**config.mk**
```make
export PLATFORM = sky130hd
export DESIGN_NAME = strided_vector_base_walker
export DESIGN_NICKNAME = d
export VERILOG_FILES = /design/src/rtl/svbw_pkg.sv /design/src/rtl/strided_vector_base_walker.sv /design/src/rtl/svbw_cell.sv
export VERILOG_INCLUDE_DIRS = /design/src /design/src/rtl
export SDC_FILE = /design/constraint.sdc
export NUM_CORES = 2
export LEC_CHECK = 0
export ABC_CLOCK_PERIOD_IN_PS = 26700
export BUFFER_PORTS_ARGS = -buffer_cell sky130_fd_sc_hd__buf_2
export CORE_UTILIZATION = 63
export CTS_CLUSTER_DIAMETER = 30
export CTS_CLUSTER_SIZE = 10
export DETAILED_ROUTE_END_ITERATION = 8
export PLACE_DENSITY = 0.8
export SYNTH_ARGS = -nofsm -noshare
export SYNTH_HDL_FRONTEND = slang
export SYNTH_SLANG_ARGS = --single-unit
```
**constraint.sdc**
```tcl
create_clock -name clk -period 26.7 [get_ports clk]
set_input_delay 2.67 -clock clk [delete_from_list [all_inputs] [get_ports clk]]
set_output_delay 2.67 -clock clk [all_outputs]
set_load 0.005 [all_outputs]
```
**src/rtl/assert_macros.svh**
```systemverilog
// Assertion macros shared by the walker RTL.
// Each macro expects clk and arst_n in the scope where it is used.
`ifndef ASSERT_MACROS_SVH
`define ASSERT_MACROS_SVH

// Check a condition at every clock edge outside reset.
`define ASSERT_ALWAYS(lbl, cond, msg) \
	lbl: assert property (@(posedge clk) disable iff (!arst_n) (cond)) else $error(msg);

// Check a consequence in the same cycle as its antecedent.
`define ASSERT_IMPLIES(lbl, ante, cons, msg) \
	lbl: assert property (@(posedge clk) disable iff (!arst_n) (ante) |-> (cons)) else $error(msg);

// Check a consequence in the cycle after its antecedent.
`define ASSERT_NEXT(lbl, ante, cons, msg) \
	lbl: assert property (@(posedge clk) disable iff (!arst_n) (ante) |=> (cons)) else $error(msg);

`endif

```
**src/rtl/svbw_pkg.sv**
```systemverilog
// Package for the strided vector base walker: field widths, register codes,
// cell control type, state type and the extent clamp. No dependencies.
package svbw_pkg;

	localparam int EXT_W    = 11;
	localparam int CNT_W    = 10;
	localparam int STRIDE_W = 48;
	localparam int BASE_W   = 49;
	localparam int START_W  = 47;
	localparam int BS_W     = 8;
	localparam int NDIM_W   = 3;
	localparam int AXIS_W   = 2;
	localparam int IDX_W    = 3;
	localparam int NSLOT    = 4;
	localparam logic [EXT_W-1:0] EXT_MAX = EXT_W'(1024);

	typedef enum logic [IDX_W-1:0] {
		REG_DIM0  = 3'd0,
		REG_DIM1  = 3'd1,
		REG_DIM2  = 3'd2,
		REG_DIM3  = 3'd3,
		REG_NDIMS = 3'd4,
		REG_AXIS  = 3'd5,
		REG_BSTR  = 3'd6,
		REG_START = 3'd7
	} svbw_reg_t;

	typedef enum logic [1:0] {
		ST_IDLE,
		ST_RESTART,
		ST_ADVANCE,
		ST_EMIT
	} svbw_state_t;

	typedef struct packed {
		logic clear;
		logic load;
		logic adv;
	} svbw_cell_ctl_t;

	function automatic logic [EXT_W-1:0] clamp_ext(input logic [EXT_W-1:0] sz);
		logic [EXT_W-1:0] e;
		e = sz;
		if (sz == '0)
			e = EXT_W'(1);
		else if (sz > EXT_MAX)
			e = EXT_MAX;
		return e;
	endfunction

endpackage

```
**src/rtl/strided_vector_base_walker.sv**
```systemverilog
// Strided vector base walker: a chain of MAX_DIMS digit cells plus a tail cell.
// Restart: the stride product passes one cell a cycle.
// Advance: the carry visits one cell a cycle. A finished walk goes straight to its result.
// One item at a time; the next item is taken in the cycle after the result is registered.
// Reset is asynchronous: strides, counts and base clear, walk marked finished, config to defaults.
`include "assert_macros.svh"

module strided_vector_base_walker #(
	parameter int MAX_DIMS = 4
) (
	input  logic                            clk,
	input  logic                            arst_n,
	input  logic                            in_valid,
	output logic                            in_stall,
	input  logic                            restart,
	output logic                            out_valid,
	input  logic                            out_stall,
	output logic [svbw_pkg::BASE_W-1:0]     base_offset,
	output logic [svbw_pkg::STRIDE_W-1:0]   axis_stride,
	output logic [svbw_pkg::EXT_W-1:0]      axis_length,
	output logic                            done_res,
	input  logic                            cfg_valid,
	output logic                            cfg_ready,
	input  logic [svbw_pkg::IDX_W-1:0]      cfg_index,
	input  logic [svbw_pkg::START_W-1:0]    cfg_data
);
	import svbw_pkg::*;

	localparam int NCELL = MAX_DIMS + 1;
	localparam int CW    = $clog2(MAX_DIMS + 1);

	svbw_state_t         state_q, state_nx;
	logic [EXT_W-1:0]    dim_size_q [NSLOT];
	logic [NDIM_W-1:0]   num_dims_q;
	logic [AXIS_W-1:0]   axis_q;
	logic [BS_W-1:0]     bstride_q;
	logic [START_W-1:0]  start_q;
	logic [CW-1:0]       rcnt_q;
	logic [CW-1:0]       cursor_q;
	logic [BASE_W-1:0]   base_q;
	logic                finished_q;

	logic [NDIM_W-1:0]   ndims_eff;
	logic [BS_W-1:0]     bs_eff;
	logic                accept;
	logic                out_free;
	logic                cur_over;
	logic                cur_axis;
	logic                stepped;
	logic [BASE_W-1:0]   delta_sum;
	logic [STRIDE_W-1:0] ax_stride;
	logic [EXT_W-1:0]    ax_len;
	logic [NCELL-1:0]    adv_vec;
	logic [NCELL-1:0]    wrap_vec;

	svbw_cell_ctl_t      ctl    [NCELL];
	logic [EXT_W-1:0]    ext    [NCELL];
	logic [STRIDE_W-1:0] sin    [NCELL];
	logic [STRIDE_W-1:0] stride [NCELL];
	logic [STRIDE_W-1:0] nxt    [NCELL];
	logic [BASE_W-1:0]   delta  [NCELL];

	always_comb begin
		if (num_dims_q == '0)
			ndims_eff = NDIM_W'(1);
		else if (num_dims_q > NDIM_W'(MAX_DIMS))
			ndims_eff = NDIM_W'(MAX_DIMS);
		else
			ndims_eff = num_dims_q;
		bs_eff   = (bstride_q == '0) ? BS_W'(1) : bstride_q;
		cur_over = 32'(cursor_q) >= 32'(ndims_eff);
		cur_axis = 32'(cursor_q) == 32'(axis_q);
		ax_len   = (NDIM_W'(axis_q) < ndims_eff) ? clamp_ext(dim_size_q[axis_q]) : EXT_W'(1);
	end

	// chain of cells; the last one only holds the stride past the top dimension
	for (genvar k = 0; k < NCELL; k++) begin : g_cell
		if (k < MAX_DIMS) begin : g_ext
			assign ext[k] = (NDIM_W'(k) < ndims_eff) ? clamp_ext(dim_size_q[k]) : EXT_W'(1);
		end else begin : g_tail
			assign ext[k] = EXT_W'(1);
		end
		if (k == 0) begin : g_head
			assign sin[k] = STRIDE_W'(bs_eff);
		end else begin : g_link
			assign sin[k] = nxt[k-1];
		end
		assign adv_vec[k] = (state_q == ST_ADVANCE) && (k < MAX_DIMS) && !cur_over && !cur_axis
			&& (32'(cursor_q) == k);
		assign ctl[k].clear = accept && restart;
		assign ctl[k].load  = (state_q == ST_RESTART) && (32'(rcnt_q) == k);
		assign ctl[k].adv   = adv_vec[k];

		svbw_cell u_cell (
			.clk       (clk),
			.arst_n    (arst_n),
			.ctl       (ctl[k]),
			.ext       (ext[k]),
			.stride_in (sin[k]),
			.stride    (stride[k]),
			.nxt       (nxt[k]),
			.delta     (delta[k]),
			.wrap      (wrap_vec[k])
		);
	end

	always_comb begin
		delta_sum = '0;
		ax_stride = '0;
		for (int k = 0; k < NCELL; k++) begin
			delta_sum = delta_sum | delta[k];
			if ((k < MAX_DIMS && 32'(axis_q) == k) || (k == MAX_DIMS && 32'(axis_q) >= MAX_DIMS))
				ax_stride = ax_stride | stride[k];
		end
		stepped = |(adv_vec & ~wrap_vec);
	end

	// next state
	always_comb begin
		state_nx = state_q;
		unique case (state_q)
			ST_IDLE: begin
				if (in_valid) begin
					if (restart)
						state_nx = ST_RESTART;
					else if (finished_q)
						state_nx = ST_EMIT;
					else
						state_nx = ST_ADVANCE;
				end
			end
			ST_RESTART: begin
				if (rcnt_q == CW'(MAX_DIMS))
					state_nx = ST_EMIT;
			end
			ST_ADVANCE: begin
				if (cur_over || stepped)
					state_nx = ST_EMIT;
			end
			ST_EMIT: begin
				if (out_free)
					state_nx = ST_IDLE;
			end
			default: state_nx = ST_IDLE;
		endcase
	end

	// handshake outputs
	always_comb begin
		in_stall  = (state_q != ST_IDLE);
		cfg_ready = (state_q == ST_IDLE) && !in_valid;
		accept    = in_valid && !in_stall;
		out_free  = !out_valid || !out_stall;
	end

	always_ff @(posedge clk or negedge arst_n) begin
		if (!arst_n) begin
			state_q    <= ST_IDLE;
			rcnt_q     <= '0;
			cursor_q   <= '0;
			base_q     <= '0;
			finished_q <= 1'b1;
			out_valid  <= 1'b0;
		end else begin
			state_q <= state_nx;
			if (accept) begin
				rcnt_q   <= '0;
				cursor_q <= '0;
				if (restart) begin
					base_q     <= BASE_W'(start_q);
					finished_q <= 1'b0;
				end
			end
			if (state_q == ST_RESTART)
				rcnt_q <= rcnt_q + CW'(1);
			if (state_q == ST_ADVANCE) begin
				if (cur_over) begin
					finished_q <= 1'b1;
				end else begin
					base_q   <= base_q + delta_sum;
					cursor_q <= cursor_q + CW'(1);
				end
			end
			if (state_q == ST_EMIT && out_free)
				out_valid <= 1'b1;
			else if (!out_stall)
				out_valid <= 1'b0;
		end
	end

	// result beat
	always_ff @(posedge clk) begin
		if (state_q == ST_EMIT && out_free) begin
			base_offset <= finished_q ? '0 : base_q;
			axis_stride <= ax_stride;
			axis_length <= ax_len;
			done_res    <= finished_q;
		end
	end

	always_ff @(posedge clk or negedge arst_n) begin
		if (!arst_n) begin
			for (int i = 0; i < NSLOT; i++)
				dim_size_q[i] <= EXT_W'(1);
			num_dims_q <= NDIM_W'(1);
			axis_q     <= '0;
			bstride_q  <= BS_W'(1);
			start_q    <= '0;
		end else if (cfg_valid && cfg_ready) begin
			unique case (svbw_reg_t'(cfg_index))
				REG_DIM0:  dim_size_q[0] <= cfg_data[EXT_W-1:0];
				REG_DIM1:  dim_size_q[1] <= cfg_data[EXT_W-1:0];
				REG_DIM2:  dim_size_q[2] <= cfg_data[EXT_W-1:0];
				REG_DIM3:  dim_size_q[3] <= cfg_data[EXT_W-1:0];
				REG_NDIMS: num_dims_q    <= cfg_data[NDIM_W-1:0];
				REG_AXIS:  axis_q        <= cfg_data[AXIS_W-1:0];
				REG_BSTR:  bstride_q     <= cfg_data[BS_W-1:0];
				REG_START: start_q       <= cfg_data;
				default: ;
			endcase
		end
	end

	`ASSERT_ALWAYS(a_one_digit_steps, $onehot0(adv_vec), "more than one digit advanced")
	`ASSERT_IMPLIES(a_done_base_zero, out_valid && done_res, base_offset == '0, "done beat with base")
	`ASSERT_NEXT(a_restart_clears_done, accept && restart, !finished_q, "restart left walk finished")
	`ASSERT_IMPLIES(a_cursor_range, state_q == ST_ADVANCE, 32'(cursor_q) <= 32'(ndims_eff), "cursor past dims")

endmodule

```
**src/rtl/svbw_cell.sv**
```systemverilog
// One digit cell of the walker chain: stride entry, position count and the
// offset that the digit adds to the base. Depends on svbw_pkg.
`include "assert_macros.svh"

module svbw_cell (
	input  logic                           clk,
	input  logic                           arst_n,
	input  svbw_pkg::svbw_cell_ctl_t       ctl,
	input  logic [svbw_pkg::EXT_W-1:0]     ext,
	input  logic [svbw_pkg::STRIDE_W-1:0]  stride_in,
	output logic [svbw_pkg::STRIDE_W-1:0]  stride,
	output logic [svbw_pkg::STRIDE_W-1:0]  nxt,
	output logic [svbw_pkg::BASE_W-1:0]    delta,
	output logic                           wrap
);
	import svbw_pkg::*;

	logic [STRIDE_W-1:0]       stride_q;
	logic [CNT_W-1:0]          count_q;
	logic [BASE_W-1:0]         contrib_q;
	logic [STRIDE_W+EXT_W-1:0] prod;

	always_comb begin
		prod   = stride_q * ext;
		nxt    = prod[STRIDE_W-1:0];
		stride = stride_q;
		wrap   = ({1'b0, count_q} + EXT_W'(1)) >= ext;
		if (!ctl.adv)
			delta = '0;
		else if (wrap)
			delta = BASE_W'(0) - contrib_q;
		else
			delta = BASE_W'(stride_q);
	end

	always_ff @(posedge clk or negedge arst_n) begin
		if (!arst_n) begin
			stride_q  <= '0;
			count_q   <= '0;
			contrib_q <= '0;
		end else begin
			if (ctl.clear) begin
				count_q   <= '0;
				contrib_q <= '0;
			end
			if (ctl.load)
				stride_q <= stride_in;
			if (ctl.adv) begin
				if (wrap) begin
					count_q   <= '0;
					contrib_q <= '0;
				end else begin
					count_q   <= count_q + CNT_W'(1);
					contrib_q <= contrib_q + BASE_W'(stride_q);
				end
			end
		end
	end

	`ASSERT_IMPLIES(a_zero_count_no_offset, count_q == '0, contrib_q == '0, "offset held at count zero")
	`ASSERT_ALWAYS(a_no_mixed_ctl, !(ctl.adv && (ctl.clear || ctl.load)), "advance during restart")

endmodule

```
Yosys cells after proc, flatten, opt, wreduce, memory -nomap -nowiden. Cells that the tools add are included.

Add/subtract/negate cells: 19. Multiply operators: 3. $lt $le $gt $ge: 17. Eq/ne operators: 26. Mux-type cells: 71. Bitwise logic cells: 10. Reduce and logical (&&, ||, !) cells: 53.

Operators with widths (count): two-way mux 49 bit (21); subtractor 1 x 49 -> 49 bit (first input constant) (4); two-way mux 11 bit (15); adder 49 x 48 -> 49 bit (3); bitwise OR 49 bit (3); two-way mux 48 bit (3); bitwise OR 48 bit (3); multiplier 48 x 11 -> 48 bit (2); two-way mux 10 bit (9); greater-than comparator 11 bit (second input constant) (5); zero test 11 bit (5); adder 49 bit (1); adder 49 x 8 -> 49 bit (1); adder 10 x 1 -> 11 bit (second input constant) (4); >= comparator 11 bit (4); adder 10 x 1 -> 10 bit (second input constant) (4); binary-select mux 11 bit (select 2 bit) (1); two-way mux 3 bit (7); multiplier 8 x 11 -> 19 bit (1); == test 3 x 2 -> 1 bit (second input constant) (6); two-way mux 8 bit (2); AND reduction 2 bit (8); == test 3 bit (second input constant) (5); logical AND 1 bit (15); other kinds (30) (67).

Register bits after elaboration: 660. Bits of input ports: 56. Output and inout port bits: 112. Logic and storage cells: 230.

Logic depth before layout (Yosys ltp).
Depth in word-level cells: 15. Depth in mapped cells: 33. Mapped depth without buffers: 29.

Hierarchy. From an unflattened synthesis, not the netlist that was laid out.

Cells, all modules: 13951. Area, all modules: 125491.6 sq um.

By module, submodules not included: svbw_cell (g_cell[0].u_cell) (times used 1, cells an instance 2626, area an instance 22275.1 sq um, sequential area each 2677.6 sq um); svbw_cell (g_cell[1].u_cell) (times used 1, cells an instance 2497, area an instance 21974.8 sq um, sequential area each 2677.6 sq um); svbw_cell (g_cell[2].u_cell) (times used 1, cells an instance 2488, area an instance 21851.0 sq um, sequential area each 2677.6 sq um); svbw_cell (g_cell[4].u_cell) (times used 1, cells an instance 2458, area an instance 21657.0 sq um, sequential area each 2677.6 sq um); svbw_cell (g_cell[3].u_cell) (times used 1, cells an instance 2424, area an instance 21623.2 sq um, sequential area each 2677.6 sq um); strided_vector_base_walker (times used 1, cells an instance 1458, area an instance 16110.5 sq um, sequential area each 7360.8 sq um).

Worst setup path before layout. Ideal clock, no wire load.

Path type: input -> register. From: input out_stall. To: register axis_length[0] (netlist name), enable pin. Data arrival time: 10.347 ns. Slack: 15.622 ns. Stages: 1. Buffers on the path: 0. Cell sequence: a21boi_0.

Cells in the longest elaborated chain, start to end: 3.

RTL lines: from (decl) (RTL line strided_vector_base_walker.sv:17) `input logic out_stall,`; zero test 1 bit; logical OR 1 bit (RTL line strided_vector_base_walker.sv:153) `out_free = !out_valid || !out_stall;`; logical AND 1 bit (RTL line strided_vector_base_walker.sv:193) `if (state_q == ST_EMIT && out_free) begin`; to (signal assigned) (RTL line strided_vector_base_walker.sv:196) `axis_length <= ax_len;`; to (decl) (RTL line strided_vector_base_walker.sv:20) `output logic [svbw_pkg::EXT_W-1:0] axis_length,`.

No other way between the ends. A chain may end at the register's enable or synchronous reset.

Worst setup path after layout.
From: register dim_size_q[21] (netlist name). To: register g_cell[3].u_cell.stride_q[44].

Cells in the longest elaborated chain, start to end: 5. Elaborated cells between the ends (all ways): 6. Those cells by class: mul: 1; order compare: 1; mux: 3; reduce/logical: 1.

RTL lines: from (decl) (RTL line strided_vector_base_walker.sv:33) `logic [EXT_W-1:0] dim_size_q [NSLOT];`; greater-than comparator 11 bit (RTL line svbw_pkg.sv:46) `else if (sz > EXT_MAX)`; two-way mux 11 bit (RTL line svbw_pkg.sv:46); two-way mux 11 bit * (RTL line svbw_pkg.sv:44) `if (sz == '0)`; two-way mux 11 bit * (RTL line strided_vector_base_walker.sv:79) `assign ext[k] = (NDIM_W'(k) < ndims_eff) ? clamp_ext(dim_size_q[k]) : EXT_W'(1);`; multiplier 48 x 11 -> 48 bit * (RTL line svbw_cell.sv:24) `prod = stride_q * ext;`; to (signal assigned) (RTL line svbw_cell.sv:47) `stride_q <= stride_in;`; to (decl) (RTL line svbw_cell.sv:18) `logic [STRIDE_W-1:0] stride_q;`.

Every way passes the cells marked *; elsewhere a longest branch is shown, timed or not.

==> run summary <==
final core utilization = 0.710
Tot Pwr = 6900 µW
wire per inst = 22.8 µm
RR Endpoint = g_cell[3].u_cell.stride[44]$_DFFE_PN0P_
Post-synth top flop = dfrtp_1
post-synthesis sequential area ratio = 0.261
post-synth top area share = 0.205
clock buffer depth = 3
post-cts repair resize count = 0
final period utilization = 0.334
largest cells by area after synthesis = dfrtp_1 21%, fa_1 16%, ha_1 8.8%
initial core utilization = 0.636
r2r worst-path depth = 22
Post-CTS Setup Inserts = 0
largest area contributor in the netlist = dfrtp_1
most common library cells after synthesis = 998 x nand2_1, 534 x inv_1, 496 x dfrtp_1, 482 x fa_1, 465 x o21ai_0
fin. max-slew vios = 0
combinational fraction of design power = 0.461
gr usage total = 0.386
Synth cell types = 87
Die H = 312 µm
Worst-Margin Slew = 1.33 ns
DRT antenna net count = 0
most frequent cell after synthesis = nand2_1
Vias/cell = 6.43
overall die width = 312 µm
Setup Viol. Count Final = 0
hold depth = 2
YS warnings = 0
Num Clock Sinks = 609
Final Hold Fails = 0
Switch Pwr = 3090 µW
crit-path max FO = 39
Hold Crit Class = reg -> reg
Pwr Density = 102 mW/mm²
first-pass GRT wire length = 293000 µm
hold endpoint = g_cell[2].u_cell.stride[24]$_DFFE_PN0P_
peak supply drop = 0.0768 mV
Post-synth EDFFs = 106
TritonCTS clock tree = built
core area = 0.0950 mm²
ratio of cells with drive above 1 in the final layout = 0.105
Placer Congestion = 0.993
Layout area overhead = 11.6%
crit path launch type = register
Hold-fix buffers, CTS = 0
Crit Path Category = reg -> reg
FFs w/ async S/R, synth = 0.826
drt pass-1 iters = 6
worst relative slew slack = 0.106
CP required = 27.29 ns
Switching Fraction = 0.447
Ports = 168
Clk Tree Root Cell = clkbuf_16
Port Buffers = 164
vias in the first global route = 52200
setup TNS = 0 ns
R2R Setup Slk = 17.80 ns
Inserted Clock Buffers = 152
Layout Cells excl Fill = 8196
clock slew at reported path FFs = 0.05 ns
worst-path cell chain = nor2_1 -> nor3b_2 -> buf_4 -> and2_1 -> nand2_1 -> fa_1 -> inv_1 -> fa_1 -> fa_1 -> fa_1 -> fa_1 -> ha_1 -> and3_1 -> and4_1 -> a32o_1 -> o21ai_0 -> a21oi_1 -> o41ai_1 -> nand3_1 -> a31o_2 -> a2111oi_0 -> nor3_1
CP max-delay cell = dfrtp_1
# DRC = 0
RSZ-0062 raised after global routing = false
Worst setup EP type = register
global route overflow = 0
dpl cells = 7910
Die ar. = 0.0971 mm²
Most common cell on crit path = fa_1
Pint = 3810 µW
Via Count = 52700
Tmin final = 8.90 ns
CP top delay family = adder cells
Buf+Inv Stages, Crit Path = 2
initial antenna violation count = 8
H-tree levels = 4
status = complete, no violations
fmax = 0.112 GHz
Fin Clk Skew = 0.0382 ns
sequential power share = 0.263
final net count = 7760
Lkg Pwr = 0.0319 µW
mapped cell area = 0.0604 mm²
Worst Min Path Start = g_cell[2].u_cell.stride[24]$_DFFE_PN0P_
DR iter-0 viols = 5687
pin count of the biggest net entering global routing = 149
max cap viols = 0
FF+latch count, synth = 609
DP HPWL = 136000 µm
# rows = 113
Worst Path Arrival = 9.50 ns
Mapped Cells = 6794
Clk Latency, worst-skew pair = 0.76 ns
CP max stage delay = 1.04 ns
power share of the clock group = 0.276
syn_area_per_cell = 8.89 µm²
drt total wl = 187000 µm
reg2reg start = dim_size_q[21]$_DFFE_PN0P_
[registers in the layout, indices dropped and copies added, names as in the netlist, 8 cells and up]
| name | flops |
|---|---|
| g_cell.u_cell.contrib_q | 196 |
| g_cell.u_cell.stride | 104 |
| base_offset | 49 |
| base_q | 49 |
| start_q | 47 |
| axis_stride | 45 |
| dim_size_q | 44 |
| g_cell.u_cell.count_q | 40 |
| axis_length | 11 |
| bstride_q | 8 |
[per-layer routing]
metal / GRT usage / vias up / share of wire
li1: - / 23500 / -
met3: 0.0943 / 638 / 0.11
met1: 0.504 / 25600 / 0.38
met4: 0.222 / 8 / 0.061
met5: 0.00543 / - / 0.00056
met2: 0.588 / 2873 / 0.45
[power by group through the flow]
stage | clock, µW | sequential [µW] | combinational [µW]
detailed placement | 0 | 1800 | 3070
CTS | 1910 | 1790 | 3110
global placement | 0 | 1780 | 3000
floorplan | 0 | 1560 | 2300
finish | 1900 | 1820 | 3180
global route | 1960 | 1850 | 3450
[how the worst max path moves through the flow]
stage | startpoint | endpoint | cells after the start
final | dim_size_q[21]$_DFFE_PN0P_ | g_cell[3].u_cell.stride[44]$_DFFE_PN0P_ | 22
after global routing | dim_size_q[21]$_DFFE_PN0P_ | g_cell[3].u_cell.stride[44]$_DFFE_PN0P_ | 22
after CTS | dim_size_q[21]$_DFFE_PN0P_ | g_cell[3].u_cell.stride[44]$_DFFE_PN0P_ | 22
after detailed placement | dim_size_q[21]$_DFFE_PN0P_ | g_cell[3].u_cell.stride[44]$_DFFE_PN0P_ | 22
after global placement | dim_size_q[21]$_DFFE_PN0P_ | g_cell[3].u_cell.stride[44]$_DFFE_PN0P_ | 22
after floorplan | out_stall | axis_length[0]$_SDFFCE_PP1P_ | 1
[metrics by stage]
stage / worst slack, ns / area [µm²] / hold slack [ns]
2_1_floorplan: 15.62 / 60400 / 0.466
3_3_place_gp: 18.29 / 62100 / 0.474
3_5_place_dp: 18.10 / 62100 / 0.483
4_1_cts: 18.04 / 67400 / 0.493
5_1_grt: 17.53 / 67400 / 0.522
6_report: 17.80 / 67400 / 0.487
[worst reg2reg max path: stages, from the launching register on]
cell and delay, ns:
dfrtp_1 1.04, nor2_1 0.18, nor3b_2 0.20, buf_4 0.31
and2_1 1.00, nand2_1 0.19, fa_1 0.53, inv_1 0.05
fa_1 0.55, fa_1 0.44, fa_1 0.52, fa_1 0.42
ha_1 0.36, and3_1 0.25, and4_1 0.23, a32o_1 0.23
o21ai_0 0.60, a21oi_1 0.21, o41ai_1 0.52, nand3_1 0.13
a31o_2 0.28, a2111oi_0 0.40, nor3_1 0.09
[cells by family after synthesis]
| group | share of synthesized area |
|---|---|
| compound gates | 0.148 |
| xor+xnor | 0.0577 |
| fa+ha+maj | 0.248 |
| buf+inv | 0.0589 |
| flops | 0.261 |
| mux | 0.0436 |
| other cells | 0.0000621 |
| simple gates | 0.183 |
[cell usage in the layout (no fill, tap or decap), types with 23 or more instances in the layout]
cell and count:
nand2_1 997, inv_1 534, dfrtp_1 494, fa_1 482
o21ai_0 463, ha_1 423, a21oi_1 290, nor2_1 272
and3_1 247, xnor2_1 231, xor2_1 167, buf_2 163
clkbuf_16 154, mux2_2 138, nand3_1 137, a21o_1 123
and2_1 107, edfxtp_1 106, nor2b_1 101, nor3_1 99
buf_4 92, a31oi_1 86, nand4_1 66, mux2i_1 65
a22o_1 62, nor4_1 59, or3_1 55, o21a_1 46
nand2b_1 45, o31ai_1 40, o21bai_1 40, or4_1 37
a211oi_1 36, o211ai_1 25, clkbuf_1 25, a22oi_1 24
clkinv_2 24, bufinv_16 23
[layout make-up]
cell class	instances	area, µm²
antenna	9	22.5
clock buffer	193	4140
clock inverter	84	1130
fill	7103	27600
inverter	534	2000
multi-input combinational	5245	41200
sequential	609	15800
tap	1265	1580
timing repair buffer	257	1540
No activity file was read; power rests on OpenSTA's default activity.
